### src/ctm_pkg.sv
`timescale 1ns / 1ps

package ctm_pkg;

    // Tile geometry in Q8.8 units: tiles are 1.5 wide, so 384 = 3 * 128.
    localparam int TILE_SIZE = 384;
    localparam int TILE_MID  = 192;
    // floor(n / 3) == (n * 171) >> 9 for every n up to 259.
    localparam int DIV3_MUL  = 171;
    localparam int DIV3_SHIFT = 9;

    localparam int POS_W  = 15;
    localparam int HALF_W = 9;
    localparam int RSQ_W  = 16;
    localparam int TIDX_W = 8;

    // Signed tile index; with the fixed field widths it spans -2 to 86.
    typedef logic signed [TIDX_W-1:0] tile_idx_t;

    typedef enum logic [2:0] {
        ST_CLEAR,
        ST_IDLE,
        ST_READ,
        ST_DRAIN,
        ST_DONE
    } state_t;

    typedef enum logic {
        CMD_WRITE = 1'b0,
        CMD_QUERY = 1'b1
    } cmd_t;

    typedef enum logic {
        CFG_PROBE_HALF = 1'b0,
        CFG_CORNER_RSQ = 1'b1
    } cfg_idx_t;

    // Input payload, last field in the lowest bits.
    typedef struct packed {
        logic [POS_W-1:0] pos_y;
        logic [POS_W-1:0] pos_x;
        logic             tile_solid;
        logic [5:0]       tile_row;
        logic [5:0]       tile_col;
    } in_data_t;

    // One corner handed to the tile test pipeline.
    typedef struct packed {
        logic             valid;
        logic [1:0]       corner;
        logic             oob;
        logic [POS_W-1:0] px;
        logic [POS_W-1:0] py;
        tile_idx_t        col;
        tile_idx_t        row;
    } tt_req_t;

    // Outcome for one corner.
    typedef struct packed {
        logic       valid;
        logic [1:0] corner;
        logic       last;
        logic       solid;
        logic       oob;
        logic       hit;
    } tt_rsp_t;

endpackage

### src/ctm_corner.sv
`timescale 1ns / 1ps

module ctm_corner (
    input  logic                      clk,
    input  logic                      ld,
    input  logic [ctm_pkg::POS_W-1:0]  pos,
    input  logic [ctm_pkg::HALF_W-1:0] half,
    output ctm_pkg::tile_idx_t         idx_lo,
    output ctm_pkg::tile_idx_t         idx_hi
);

    import ctm_pkg::*;

    // Floor of a 17-bit two's complement coordinate divided by the tile size.
    // Non-negative values drop the factor 128 by a shift and the factor 3 by a
    // reciprocal multiply. Negative values never go below minus one tile plus
    // a probe half, so they land on tile -1 or -2.
    function automatic tile_idx_t tile_of(input logic [16:0] v);
        logic [16:0] prod;
        tile_idx_t   res;
        prod = 17'(v[15:7]) * 17'(DIV3_MUL);
        if (v[16])
        begin
            res = (v >= 17'(-TILE_SIZE)) ? -8'sd1 : -8'sd2;
        end
        else
        begin
            res = TIDX_W'(prod[16:DIV3_SHIFT]);
        end
        return res;
    endfunction

    logic [16:0] v_lo;
    logic [16:0] v_hi;
    tile_idx_t   idx_lo_reg;
    tile_idx_t   idx_hi_reg;

    assign v_lo = 17'(pos) - 17'(half);
    assign v_hi = 17'(pos) + 17'(half);

    always_ff @(posedge clk)
    begin
        if (ld)
        begin
            idx_lo_reg <= tile_of(v_lo);
            idx_hi_reg <= tile_of(v_hi);
        end
    end

    assign idx_lo = idx_lo_reg;
    assign idx_hi = idx_hi_reg;

endmodule

### config.mk
export PLATFORM = sky130hd
export DESIGN_NAME = ctm_corner
export DESIGN_NICKNAME = d
export VERILOG_FILES = /design/src/ctm_pkg.sv /design/src/ctm_corner.sv
export SDC_FILE = /design/constraint.sdc
export NUM_CORES = 1
export LEC_CHECK = 0
export ABC_AREA = 1
export BUFFER_PORTS_ARGS = -buffer_cell sky130_fd_sc_hd__buf_2
export CORE_MARGIN = 2
export CORE_UTILIZATION = 40
export DETAILED_ROUTE_END_ITERATION = 10
export PLACE_DENSITY = 0.67
export RECOVER_POWER = 50
export SYNTH_ARGS = -nofsm -noshare
export SYNTH_HDL_FRONTEND = slang
export SYNTH_SLANG_ARGS = --single-unit
### constraint.sdc
create_clock -name clk -period 10.4 [get_ports clk]
set_clock_uncertainty 0.2 [all_clocks]
set_input_delay 1.04 -clock clk [delete_from_list [all_inputs] [get_ports clk]]
set_output_delay 1.04 -clock clk [all_outputs]
set_load 0.02 [all_outputs]
==> results of run 1 <==
-- cells by family after synthesis --
logic type      after synthesis  synth area share, %
buf+inv                     155                 13.1
compound gates               64                 8.71
simple gates                222                 22.3
flops                        16                 10.5
fa+ha+maj                   136                 42.2
xor+xnor                     16                 3.22
-- power groups by stage --
stage	clock (mW)	combinational [mW]	sequential, mW
6_report	0.0708	0.945	0.130
5_1_grt	0.0752	1.10	0.133
4_1_cts	0.0721	0.952	0.130
3_5_place_dp	0	0.944	0.131
3_3_place_gp	0	0.928	0.131
2_1_floorplan	0	0.693	0.169
-- path summary, 6_finish.rpt --
| kind | startpoint | depth (start not counted) | end |
|---|---|---|---|
| worst max-delay path | pos[6] | 27 | idx_lo[7] |
| worst min-delay path | pos[13] | 4 | idx_lo[6] |
-- worst max-delay path: stages --
cell and delay, ns:
sky130_fd_sc_hd__buf_2 0.11, sky130_fd_sc_hd__ha_1 0.41, sky130_fd_sc_hd__nand2_1 0.13, sky130_fd_sc_hd__inv_1 0.06, sky130_fd_sc_hd__a21oi_2 0.14, sky130_fd_sc_hd__nand2_1 0.08
sky130_fd_sc_hd__nand2_2 0.07, sky130_fd_sc_hd__nand2_2 0.06, sky130_fd_sc_hd__a21oi_4 0.20, sky130_fd_sc_hd__nand2_1 0.09, sky130_fd_sc_hd__xor2_1 0.37, sky130_fd_sc_hd__ha_1 0.21
sky130_fd_sc_hd__inv_1 0.05, sky130_fd_sc_hd__fa_1 0.49, sky130_fd_sc_hd__inv_1 0.05, sky130_fd_sc_hd__fa_1 0.49, sky130_fd_sc_hd__inv_1 0.05, sky130_fd_sc_hd__fa_1 0.53
sky130_fd_sc_hd__inv_1 0.04, sky130_fd_sc_hd__ha_1 0.36, sky130_fd_sc_hd__a21oi_1 0.24, sky130_fd_sc_hd__o21ai_0 0.15, sky130_fd_sc_hd__inv_1 0.07, sky130_fd_sc_hd__nor2_1 0.03
sky130_fd_sc_hd__a2111oi_0 0.46, sky130_fd_sc_hd__a21o_1 0.20, sky130_fd_sc_hd__nand3_1 0.06
-- layer usage --
metal | vias to the layer above | track usage (%)
li1 | 2015 | -
met3 | 2 | 1.91
met2 | 50 | 27.5
met4 | 0 | 2.14
met1 | 1733 | 21.0
met5 | - | 0
-- per-stage QoR --
stage / setup slack, ns / total power, mW / hold slack, ns
floorplan: 4.31 / 0.863 / 0.952
global placement: 3.80 / 1.06 / 1.27
detailed placement: 3.69 / 1.08 / 1.28
CTS: 3.97 / 1.15 / 1.03
global route: 3.50 / 1.31 / 1.23
finish: 3.94 / 1.15 / 1.18
-- layout by cell type (no fill, tap or decap), types with 2 or more instances in the layout --
cell / Yosys / routed
sky130_fd_sc_hd__o21bai_1: 3 / 3
sky130_fd_sc_hd__nand2_2: 6 / 6
sky130_fd_sc_hd__a21o_1: 4 / 4
sky130_fd_sc_hd__a2111oi_0: 2 / 2
sky130_fd_sc_hd__nor3_1: 9 / 9
sky130_fd_sc_hd__fa_1: 31 / 31
sky130_fd_sc_hd__o21a_1: 3 / 3
sky130_fd_sc_hd__nor2_2: 3 / 3
sky130_fd_sc_hd__a21oi_2: 2 / 2
sky130_fd_sc_hd__o21ai_0: 11 / 11
sky130_fd_sc_hd__nand2_1: 112 / 112
sky130_fd_sc_hd__nor2_4: 5 / 5
sky130_fd_sc_hd__a31oi_1: 2 / 2
sky130_fd_sc_hd__o21ai_1: 2 / 2
sky130_fd_sc_hd__nor2_1: 39 / 39
sky130_fd_sc_hd__clkbuf_16: 0 / 3
sky130_fd_sc_hd__nand4_1: 8 / 8
sky130_fd_sc_hd__nand3_1: 32 / 32
sky130_fd_sc_hd__xor2_1: 12 / 12
sky130_fd_sc_hd__nand3b_1: 2 / 2
sky130_fd_sc_hd__edfxtp_1: 16 / 16
sky130_fd_sc_hd__inv_2: 6 / 6
sky130_fd_sc_hd__inv_1: 144 / 144
sky130_fd_sc_hd__xnor2_1: 3 / 3
sky130_fd_sc_hd__a21oi_1: 28 / 28
sky130_fd_sc_hd__buf_2: 1 / 32
sky130_fd_sc_hd__clkbuf_1: 0 / 9
sky130_fd_sc_hd__ha_1: 105 / 105
sky130_fd_sc_hd__nand2_4: 3 / 3
-- final cells by class --
| type | instances | area share, % |
|---|---|---|
| clock buffers | 3 | 1.50 |
| inverters | 152 | 11.5 |
| multi-input cells | 438 | 70.0 |
| flip-flops and latches | 16 | 9.60 |
| well taps | 143 | 3.58 |
| repair buffers | 41 | 3.88 |
-- synth_stat cells, types with 2 or more instances --
cell type                   count
sky130_fd_sc_hd__nand3b_1       2
sky130_fd_sc_hd__buf_6          2
sky130_fd_sc_hd__fa_1          31
sky130_fd_sc_hd__o21a_1         3
sky130_fd_sc_hd__xor2_1        12
sky130_fd_sc_hd__edfxtp_1      16
sky130_fd_sc_hd__nor2_4         5
sky130_fd_sc_hd__nand2_1      112
sky130_fd_sc_hd__nor2_1        39
sky130_fd_sc_hd__nand3_1       32
sky130_fd_sc_hd__a21oi_1       28
sky130_fd_sc_hd__xnor2_1        3
sky130_fd_sc_hd__o21bai_1       3
sky130_fd_sc_hd__o21ai_1        2
sky130_fd_sc_hd__nor2_2         3
sky130_fd_sc_hd__a21oi_2        2
sky130_fd_sc_hd__a31oi_1        2
sky130_fd_sc_hd__o21ai_0       11
sky130_fd_sc_hd__nand2_2        6
sky130_fd_sc_hd__nor3_1         9
sky130_fd_sc_hd__inv_1        144
sky130_fd_sc_hd__inv_2          6
sky130_fd_sc_hd__a21o_1         4
sky130_fd_sc_hd__nand2_4        3
sky130_fd_sc_hd__nand4_1        8
sky130_fd_sc_hd__a2111oi_0      2
sky130_fd_sc_hd__ha_1         105
==> metrics.txt, run 1 <==
# TYPE chip_impl_metric gauge
chip_impl_info{name="status",value="finished, final reports clean"} 1
chip_impl_metric{name="postCtsSetupBuffers",unit=""} 0
chip_impl_metric{name="core",unit="um^2"} 11300
chip_impl_metric{name="tightest_slew",unit="ns"} 0.838
chip_impl_metric{name="finalWirelength",unit="um"} 9120
chip_impl_metric{name="htree_num_levels",unit=""} 1
chip_impl_metric{name="gr-total-overflow",unit=""} 0
chip_impl_metric{name="synth.avg_cell_area",unit="um^2"} 7.53
chip_impl_metric{name="synth_area",unit="um^2"} 4580
chip_impl_info{name="clock_tree.root_cell",value="sky130_fd_sc_hd__clkbuf_16"} 1
chip_impl_info{name="synth_area_leader_cell",value="sky130_fd_sc_hd__ha_1"} 1
chip_impl_metric{name="max_cap_check_violation_count",unit=""} 0
chip_impl_metric{name="power_frac_comb",unit="%"} 82.4
chip_impl_metric{name="final_antenna_net_count",unit=""} 0
chip_impl_metric{name="port-buffer-count",unit=""} 41
chip_impl_metric{name="number_of_antenna_violations_at_the_first_check_in_global_routing",unit=""} 0
chip_impl_metric{name="final_util",unit="%"} 44.2
chip_impl_metric{name="vias_per_cell",unit=""} 4.79
chip_impl_metric{name="netSwitchingFraction",unit="%"} 54.4
chip_impl_metric{name="worstPathRequired",unit="ns"} 10.19
chip_impl_metric{name="layoutNonFillerInstCount",unit=""} 793
chip_impl_metric{name="num_vias",unit=""} 3800
chip_impl_metric{name="post_cts.resized_instances",unit=""} 0
chip_impl_metric{name="report.final.slew_viol_count",unit=""} 0
chip_impl_metric{name="route.met3.wl",unit="um"} 342
chip_impl_metric{name="cts-buffers-inserted",unit=""} 3
chip_impl_metric{name="cts_max_path_bufs",unit=""} 2
chip_impl_metric{name="synth_edf_count",unit=""} 16
chip_impl_metric{name="timing.slew.headroom",unit="%"} 44.1
chip_impl_metric{name="drive_gt1_share",unit="%"} 10.5
chip_impl_metric{name="sequentialPowerShare",unit="%"} 11.4
chip_impl_metric{name="route.detailed.wl_per_inst",unit="um"} 11.5
chip_impl_metric{name="die_w",unit="um"} 111
chip_impl_metric{name="m1WireLength",unit="um"} 4480
chip_impl_metric{name="multi_input_area",unit="um^2"} 3500
chip_impl_info{name="synthFlopType",value="sky130_fd_sc_hd__edfxtp_1"} 1
chip_impl_metric{name="layout_min_cycle_time",unit="ns"} 6.46
chip_impl_metric{name="power-per-cell-area",unit="nW/um^2"} 229
chip_impl_info{name="tritoncts",value="built"} 1
chip_impl_metric{name="cts_hold_buffers",unit=""} 0
chip_impl_metric{name="largest_net_degree_at_the_start_of_global_routing",unit=""} 17
chip_impl_info{name="worstSetupPathType",value="in -> reg"} 1
chip_impl_metric{name="die-area",unit="um^2"} 12300
chip_impl_metric{name="report.final.hold_viol_count",unit=""} 0
chip_impl_metric{name="grt_pass1_vias",unit=""} 3850
chip_impl_metric{name="worst_setup_hold_path_clk_slew",unit="ns"} 0.05
chip_impl_metric{name="postPlaceCellArea",unit="um^2"} 4940
chip_impl_metric{name="areaGrowthSynthToFinish",unit="%"} 9.17
chip_impl_metric{name="globalRouteTotalUtil",unit="%"} 15.6
chip_impl_metric{name="floorplan.io_pins",unit=""} 42
chip_impl_metric{name="synth.yosys.warnings",unit=""} 0
chip_impl_metric{name="postSynthNetCount",unit=""} 771
chip_impl_metric{name="filler_cell_count",unit=""} 1171
chip_impl_metric{name="placer_congestion_estimate",unit=""} 0.954
chip_impl_metric{name="ys_types",unit=""} 41
chip_impl_metric{name="power.net_switching",unit="mW"} 0.624
chip_impl_metric{name="estimated_wirelength_of_the_detail_placed_design",unit="um"} 8390
chip_impl_metric{name="critical_path_arrival",unit="ns"} 6.25
chip_impl_metric{name="synth.yosys.seq_area_share",unit="%"} 10.5
chip_impl_metric{name="first_pass_iters",unit=""} 6
chip_impl_metric{name="seq_area",unit="um^2"} 480
chip_impl_metric{name="fin_setup_tns",unit="ns"} 0
chip_impl_metric{name="grt_pass1_wl",unit="um"} 16700
chip_impl_metric{name="drtIter0Drc",unit=""} 133
chip_impl_metric{name="postSynthCellCount",unit=""} 609
chip_impl_metric{name="drc",unit=""} 0
chip_impl_metric{name="design.final.nets",unit=""} 814
chip_impl_metric{name="postSynth.asyncResetShare",unit="%"} 0
chip_impl_metric{name="synth.ff_latch_count",unit=""} 16
chip_impl_metric{name="initial_core_util",unit="%"} 40.5
chip_impl_metric{name="placementRows",unit=""} 39
chip_impl_metric{name="ir_drop",unit="uV"} 133
chip_impl_info{name="yosys-top-cells-area",value="sky130_fd_sc_hd__ha_1, sky130_fd_sc_hd__fa_1, sky130_fd_sc_hd__inv_1"} 1
chip_impl_metric{name="crit_path_max_fanout",unit=""} 7
chip_impl_metric{name="met2RoutedLength",unit="um"} 4280
chip_impl_metric{name="die_height",unit="um"} 111
chip_impl_metric{name="static-leakage-power",unit="nW"} 2.87
chip_impl_metric{name="synth_largest_type_area_fraction",unit="%"} 28.7
chip_impl_metric{name="postLayoutCellArea",unit="um^2"} 5000
chip_impl_metric{name="place.detailed.instances",unit=""} 790
chip_impl_metric{name="share_of_the_clock_period_used_by_the_worst_path_after_layout",unit="%"} 62.1
chip_impl_info{name="unrepaired_setup_endpoints_after_global_routing",value="false"} 1
chip_impl_metric{name="clock-sinks",unit=""} 16
chip_impl_info{name="cp-start-kind",value="input pin"} 1
chip_impl_metric{name="clock_power_share",unit="%"} 6.2
chip_impl_info{name="endpoint_kind",value="flop"} 1
chip_impl_metric{name="achievable-frequency",unit="MHz"} 155
chip_impl_info{name="topRoutingLayerUsed",value="met4"} 1
chip_impl_metric{name="internal_power",unit="mW"} 0.522
chip_impl_info{name="hold_path.class",value="in -> reg"} 1
chip_impl_metric{name="num_antenna_cells",unit=""} 0
chip_impl_metric{name="setup_viol",unit=""} 0
No activity file was read; power rests on OpenSTA's default activity.
==> inputs of run 2 (changes only) <==
--- a/config.mk
+++ b/config.mk
@@ -10,7 +10,7 @@
 export CORE_MARGIN = 2
 export CORE_UTILIZATION = 40
 export DETAILED_ROUTE_END_ITERATION = 10
-export PLACE_DENSITY = 0.67
+export PLACE_DENSITY = 0.7
 export RECOVER_POWER = 50
 export SYNTH_ARGS = -nofsm -noshare
 export SYNTH_HDL_FRONTEND = slang
==> constraint.sdc (replaced) <==
create_clock -name clk -period 5.31 [get_ports clk]
set_clock_uncertainty 0.2 [all_clocks]
set_input_delay 0.531 -clock clk [delete_from_list [all_inputs] [get_ports clk]]
set_output_delay 0.531 -clock clk [all_outputs]
set_load 0.02 [all_outputs]
==> run 2 against run 1 <==
Effect of this change: total power grew to 2.8 times the previous value; critical path depth unchanged; sequential power increased by 98%; utilization increased by 13 points; cell area is 29% higher; count of clock-buffer cells in the layout unchanged; flip-flop and latch count unchanged; critical endpoint unchanged; largest cell class unchanged; highest routed layer unchanged.
==> metrics.txt, run 2 (synthesized netlist as in run 1, its figures left out) <==
# TYPE chip_impl_metric gauge
chip_impl_info{name="status",value="finished, final reports clean"} 1
chip_impl_metric{name="final.setup.worst_slack",unit="ns"} 0.103
chip_impl_metric{name="port-buffer-count",unit=""} 41
chip_impl_info{name="hold_path.class",value="in -> reg"} 1
chip_impl_info{name="most_common_library_cell_in_the_layout_ignoring_fill_and_taps",value="sky130_fd_sc_hd__inv_1"} 1
chip_impl_metric{name="die_height",unit="um"} 111
chip_impl_metric{name="cts_hold_buffers",unit=""} 0
chip_impl_metric{name="achievable-frequency",unit="MHz"} 192
chip_impl_metric{name="placementRows",unit=""} 39
chip_impl_metric{name="design.final.nets",unit=""} 925
chip_impl_metric{name="total_power",unit="mW"} 3.17
chip_impl_info{name="worstHoldStart",value="ld"} 1
chip_impl_metric{name="largest_net_degree_at_the_start_of_global_routing",unit=""} 17
chip_impl_metric{name="critical_path_arrival",unit="ns"} 4.99
chip_impl_metric{name="areaGrowthSynthToFinish",unit="%"} 40.9
chip_impl_metric{name="placer_congestion_estimate",unit=""} 0.874
chip_impl_metric{name="static-leakage-power",unit="nW"} 3.45
chip_impl_info{name="layout_common_cells",value="sky130_fd_sc_hd__inv_1, sky130_fd_sc_hd__buf_4, sky130_fd_sc_hd__nand2_1"} 1
chip_impl_info{name="worstSetupPathType",value="in -> reg"} 1
chip_impl_info{name="unrepaired_setup_endpoints_after_global_routing",value="true"} 1
chip_impl_metric{name="cts_max_path_bufs",unit=""} 2
chip_impl_metric{name="clock-sinks",unit=""} 16
chip_impl_info{name="crit_slowest_cell",value="sky130_fd_sc_hd__fa_1"} 1
chip_impl_metric{name="setup_viol",unit=""} 0
chip_impl_metric{name="fin_setup_tns",unit="ns"} 0
chip_impl_metric{name="worst_setup_hold_path_clk_slew",unit="ns"} 0.04
chip_impl_metric{name="grt_pass1_wl",unit="um"} 18200
chip_impl_metric{name="drive_gt1_share",unit="%"} 35.9
chip_impl_metric{name="layoutNonFillerInstCount",unit=""} 904
chip_impl_metric{name="cts-buffers-inserted",unit=""} 3
chip_impl_metric{name="die_w",unit="um"} 111
chip_impl_metric{name="htree_num_levels",unit=""} 1
chip_impl_metric{name="ir_drop",unit="uV"} 356
chip_impl_metric{name="first_pass_iters",unit=""} 4
chip_impl_metric{name="cp_num_buf_inv",unit=""} 6
chip_impl_metric{name="share_of_the_clock_period_used_by_the_worst_path_after_layout",unit="%"} 98.1
chip_impl_info{name="crit_top_cell",value="sky130_fd_sc_hd__nand2_2"} 1
chip_impl_metric{name="route.detailed.wl_per_inst",unit="um"} 12.1
chip_impl_metric{name="die-area",unit="um^2"} 12300
chip_impl_info{name="tritoncts",value="built"} 1
chip_impl_info{name="clock_tree.root_cell",value="sky130_fd_sc_hd__clkbuf_16"} 1
chip_impl_metric{name="drtIter0Drc",unit=""} 128
chip_impl_metric{name="report.final.slew_viol_count",unit=""} 0
chip_impl_metric{name="highest_cell_delay_on_the_worst_timing_path",unit="ns"} 0.55
chip_impl_metric{name="num_antenna_cells",unit=""} 0
chip_impl_metric{name="vias_per_cell",unit=""} 4.78
chip_impl_metric{name="finalWirelength",unit="um"} 10900
chip_impl_metric{name="max_cap_check_violation_count",unit=""} 0
chip_impl_info{name="endpoint_kind",value="flop"} 1
chip_impl_metric{name="timing.slew.headroom",unit="%"} 47.9
chip_impl_metric{name="worstPathRequired",unit="ns"} 5.10
chip_impl_metric{name="core",unit="um^2"} 11300
chip_impl_info{name="hold_path_end",value="idx_lo[0]"} 1
chip_impl_metric{name="report.final.hold_viol_count",unit=""} 0
chip_impl_metric{name="estimated_wirelength_of_the_detail_placed_design",unit="um"} 9280
chip_impl_metric{name="number_of_antenna_violations_at_the_first_check_in_global_routing",unit=""} 0
chip_impl_metric{name="initial_core_util",unit="%"} 40.5
chip_impl_metric{name="power-per-cell-area",unit="nW/um^2"} 490
chip_impl_metric{name="whs",unit="ns"} 0.702
chip_impl_metric{name="num_vias",unit=""} 4325
chip_impl_metric{name="postPlaceCellArea",unit="um^2"} 5780
chip_impl_metric{name="preCtsSetupSlack",unit="ns"} -0.345
chip_impl_metric{name="drc",unit=""} 0
chip_impl_metric{name="worstHoldPathCells",unit=""} 1
chip_impl_metric{name="layout_min_cycle_time",unit="ns"} 5.21
chip_impl_metric{name="place.detailed.instances",unit=""} 888
chip_impl_metric{name="postLayoutCellArea",unit="um^2"} 6460
chip_impl_metric{name="final_util",unit="%"} 57.0
chip_impl_info{name="cp-start-kind",value="input pin"} 1
chip_impl_metric{name="globalRouteTotalUtil",unit="%"} 16.9
chip_impl_metric{name="final_antenna_net_count",unit=""} 0
chip_impl_info{name="critical_path.top_delay_family",value="adder cells"} 1
chip_impl_metric{name="grt_pass1_vias",unit=""} 4361
chip_impl_metric{name="tightest_slew",unit="ns"} 0.782
chip_impl_metric{name="gr-total-overflow",unit=""} 0
chip_impl_metric{name="floorplan.io_pins",unit=""} 42
chip_impl_metric{name="crit_path_max_fanout",unit=""} 6
run 2: cell types whose count changed in the layout (fill, tap and decap cells not counted), sizes merged:
cell,before,now
buf,32,146
clkbuf,12,9
run 2: power by group:
| part | internal (mW) | switching (mW) | leakage [nW] |
|---|---|---|---|
| logic | 1.29 | 1.48 | 3.26 |
| registers | 0.246 | 0.0109 | 0.155 |
| clock network | 0.0981 | 0.0389 | 0.0370 |
run 2: area by class of cell:
type / instances / area (um^2)
clock buffer: 3 / 75.1
fill: 1015 / 4860
inverter: 152 / 579
timing repair buffer: 152 / 1080
tap: 143 / 179
multi-input combinational: 438 / 4060
sequential: 16 / 480
run 2: worst max-delay path by stage:
stage | cells after the start | from | slack, ns | to
final | 27 | pos[6] | 0.10 | idx_lo[7]
after global routing | 27 | pos[6] | -0.15 | idx_lo[7]
after CTS | 27 | half[5] | 0.0009 | idx_lo[6]
after detailed placement | 23 | pos[7] | -0.35 | idx_lo[7]
after global placement | 23 | pos[7] | -0.23 | idx_lo[7]
after floorplan | 27 | pos[0] | 0.003 | idx_lo[6]
run 2: per-layer routing:
| metal | global-route usage [%] | wire length [um] |
|---|---|---|
| met5 | 0 | 0 |
| met4 | 2.39 | 127 |
| met3 | 1.09 | 309 |
| met2 | 31.9 | 5720 |
| met1 | 21.7 | 4740 |
run 2: what timing repair did:
action | 4_1_cts | 5_1_grt
resized for setup | 8 | 95
pin swaps | 10 | 46
setup buffers | 4 | 10
setup endpoints to repair | 3 | 14
==> inputs of run 3 (changes only) <==
--- a/config.mk
+++ b/config.mk
@@ -8,9 +8,9 @@
 export ABC_AREA = 1
 export BUFFER_PORTS_ARGS = -buffer_cell sky130_fd_sc_hd__buf_2
 export CORE_MARGIN = 2
-export CORE_UTILIZATION = 40
+export CORE_UTILIZATION = 50
 export DETAILED_ROUTE_END_ITERATION = 10
-export PLACE_DENSITY = 0.7
+export PLACE_DENSITY = 0.82
 export RECOVER_POWER = 50
 export SYNTH_ARGS = -nofsm -noshare
 export SYNTH_HDL_FRONTEND = slang
==> run 3 against run 2 <==
Effect of this change: the flow now finishes with violations (setup timing); setup slack lost 0.17 ns; via count grew 7.6%; first-iteration DRC count grew 69%; total power grew 3.2%; flip-flop and latch count is the same; clock power shrank 35%; maximum frequency shrank 3.2%.
==> metrics.txt, run 3 (synthesized netlist as in run 1, its figures left out) <==
# TYPE chip_impl_metric gauge
chip_impl_metric{name="drive_gt1_share",unit="%"} 35.3
chip_impl_metric{name="whs",unit="ns"} 0.702
chip_impl_metric{name="final_antenna_net_count",unit=""} 0
chip_impl_metric{name="placer_congestion_estimate",unit=""} 0.972
chip_impl_metric{name="worst_setup_hold_path_clk_slew",unit="ns"} 0.06
chip_impl_info{name="tritoncts",value="built"} 1
chip_impl_metric{name="preCtsSetupSlack",unit="ns"} -0.311
chip_impl_metric{name="number_of_antenna_violations_at_the_first_check_in_global_routing",unit=""} 0
chip_impl_metric{name="largest_net_degree_at_the_start_of_global_routing",unit=""} 17
chip_impl_info{name="cp-start-kind",value="input pin"} 1
chip_impl_metric{name="place.detailed.instances",unit=""} 838
chip_impl_info{name="unrepaired_setup_endpoints_after_global_routing",value="true"} 1
chip_impl_metric{name="gr-total-overflow",unit=""} 0
chip_impl_info{name="topRoutingLayerUsed",value="met4"} 1
chip_impl_metric{name="globalRouteTotalUtil",unit="%"} 21.5
chip_impl_metric{name="achievable-frequency",unit="MHz"} 186
chip_impl_info{name="layout_common_cells",value="sky130_fd_sc_hd__inv_1, sky130_fd_sc_hd__nand2_1, sky130_fd_sc_hd__buf_4"} 1
chip_impl_metric{name="m1WireLength",unit="um"} 5090
chip_impl_metric{name="fin_setup_tns",unit="ns"} -0.0782
chip_impl_metric{name="die_height",unit="um"} 99.8
chip_impl_metric{name="drc",unit=""} 0
chip_impl_metric{name="ir_drop",unit="uV"} 287
chip_impl_metric{name="layout_min_cycle_time",unit="ns"} 5.38
chip_impl_metric{name="worstPathRequired",unit="ns"} 5.10
chip_impl_metric{name="core",unit="um^2"} 8810
chip_impl_info{name="endpoint_kind",value="flop"} 1
chip_impl_metric{name="timing.slew.headroom",unit="%"} 47.3
chip_impl_metric{name="crit_path_max_fanout",unit=""} 3
chip_impl_metric{name="route.detailed.wl_per_inst",unit="um"} 15.2
chip_impl_info{name="clock_tree.root_cell",value="sky130_fd_sc_hd__clkbuf_8"} 1
chip_impl_metric{name="postPlaceCellArea",unit="um^2"} 5620
chip_impl_metric{name="met2RoutedLength",unit="um"} 6900
chip_impl_info{name="hold_path_end",value="idx_lo[0]"} 1
chip_impl_metric{name="cts-buffers-inserted",unit=""} 3
chip_impl_info{name="worstSetupPathType",value="in -> reg"} 1
chip_impl_metric{name="critical_path_arrival",unit="ns"} 5.17
chip_impl_info{name="status",value="finished, violations left"} 1
chip_impl_metric{name="first_pass_iters",unit=""} 5
chip_impl_metric{name="route.met3.wl",unit="um"} 603
chip_impl_metric{name="tightest_slew",unit="ns"} 0.791
chip_impl_metric{name="design.final.nets",unit=""} 913
chip_impl_metric{name="htree_num_levels",unit=""} 1
chip_impl_metric{name="placementRows",unit=""} 34
chip_impl_metric{name="num_antenna_cells",unit=""} 0
chip_impl_metric{name="setup_viol",unit=""} 2
chip_impl_metric{name="port-buffer-count",unit=""} 41
chip_impl_info{name="violations",value="setup timing"} 1
chip_impl_metric{name="initial_core_util",unit="%"} 52.1
chip_impl_metric{name="grt_pass1_wl",unit="um"} 18100
chip_impl_metric{name="estimated_wirelength_of_the_detail_placed_design",unit="um"} 9210
chip_impl_info{name="worstHoldStart",value="ld"} 1
chip_impl_metric{name="finalWirelength",unit="um"} 13000
chip_impl_metric{name="max_cap_check_violation_count",unit=""} 0
chip_impl_info{name="hold_path.class",value="in -> reg"} 1
chip_impl_metric{name="static-leakage-power",unit="nW"} 3.38
chip_impl_metric{name="die-area",unit="um^2"} 9950
chip_impl_metric{name="drtIter0Drc",unit=""} 216
chip_impl_metric{name="worstHoldPathCells",unit=""} 1
chip_impl_metric{name="num_vias",unit=""} 4655
chip_impl_metric{name="grt_pass1_vias",unit=""} 4401
chip_impl_metric{name="postLayoutCellArea",unit="um^2"} 6290
chip_impl_metric{name="power-per-cell-area",unit="nW/um^2"} 520
chip_impl_metric{name="cts_max_path_bufs",unit=""} 2
chip_impl_metric{name="floorplan.io_pins",unit=""} 42
chip_impl_metric{name="vias_per_cell",unit=""} 5.43
chip_impl_metric{name="layoutNonFillerInstCount",unit=""} 858
chip_impl_metric{name="die_w",unit="um"} 99.8
chip_impl_metric{name="report.final.slew_viol_count",unit=""} 0
chip_impl_metric{name="areaGrowthSynthToFinish",unit="%"} 37.1
chip_impl_metric{name="report.final.hold_viol_count",unit=""} 0
chip_impl_metric{name="final.setup.worst_slack",unit="ns"} -0.0706
chip_impl_info{name="most_common_library_cell_in_the_layout_ignoring_fill_and_taps",value="sky130_fd_sc_hd__inv_1"} 1
chip_impl_metric{name="share_of_the_clock_period_used_by_the_worst_path_after_layout",unit="%"} 101
chip_impl_metric{name="clock-sinks",unit=""} 16
-- run 3: critical path, cell delays in order --
cell and delay, ns:
sky130_fd_sc_hd__buf_2 0.10, sky130_fd_sc_hd__inv_1 0.05, sky130_fd_sc_hd__ha_2 0.19, sky130_fd_sc_hd__fa_2 0.39
sky130_fd_sc_hd__nand3b_1 0.18, sky130_fd_sc_hd__nand2_1 0.11, sky130_fd_sc_hd__nand2_1 0.08, sky130_fd_sc_hd__nand2_1 0.07
sky130_fd_sc_hd__nand2_2 0.07, sky130_fd_sc_hd__nand2_4 0.10, sky130_fd_sc_hd__nor3_2 0.06, sky130_fd_sc_hd__xor2_1 0.37
sky130_fd_sc_hd__buf_4 0.20, sky130_fd_sc_hd__ha_1 0.14, sky130_fd_sc_hd__inv_1 0.05, sky130_fd_sc_hd__fa_1 0.56
sky130_fd_sc_hd__inv_1 0.06, sky130_fd_sc_hd__ha_1 0.33, sky130_fd_sc_hd__ha_4 0.26, sky130_fd_sc_hd__ha_4 0.24
sky130_fd_sc_hd__a21o_1 0.22, sky130_fd_sc_hd__a31oi_4 0.20, sky130_fd_sc_hd__nor2_4 0.05, sky130_fd_sc_hd__a2111oi_4 0.33
sky130_fd_sc_hd__nand2_1 0.08, sky130_fd_sc_hd__nand2_1 0.08, sky130_fd_sc_hd__nand3_1 0.06
-- run 3: power by group --
group          internal, mW  total [mW]  switching (mW)
sequential            0.246       0.257          0.0115
clock                0.0511      0.0888          0.0377
combinational          1.30        2.92            1.62
-- run 3: metrics by stage --
step | total power [mW] | util [%]
after floorplan | 1.75 | -
after global placement | 2.48 | 63.9
after detailed placement | 2.57 | 63.9
after CTS | 2.67 | 64.7
after global routing | 3.55 | 71.4
final | 3.27 | 71.4
-- run 3: repair_timing --
action                     4_1_cts  5_1_grt
setup buffers                    2       14
resized for setup                6      108
setup endpoints to repair        4       16
hold buffers                     0        0
pin swaps                        2       41
-- run 3: worst max-delay path by stage --
stage | start | to | slack (ns) | cells past startpoint
finish | pos[0] | idx_lo[6] | -0.07 | 27
global route | pos[0] | idx_lo[6] | -0.25 | 27
CTS | half[5] | idx_hi[7] | 0.01 | 27
floorplan | pos[0] | idx_lo[6] | 0.003 | 27
global placement | pos[0] | idx_lo[7] | -0.16 | 27
detailed placement | half[3] | idx_hi[7] | -0.31 | 23
-- run 3: area by class of cell --
type,instances,area (um^2)
sequential,16,480
clock inverter,1,3.75
timing repair buffer,140,980
clock buffer,3,41.3
multi-input combinational,438,4060
fill,576,2520
inverter,152,582
tap,108,135
-- run 3: per-layer routing --
metal	up-vias	GRT usage [%]
met3	54	1.55
met5	-	0
li1	2213	-
met1	2206	26.3
met2	182	40.9
met4	0	5.16
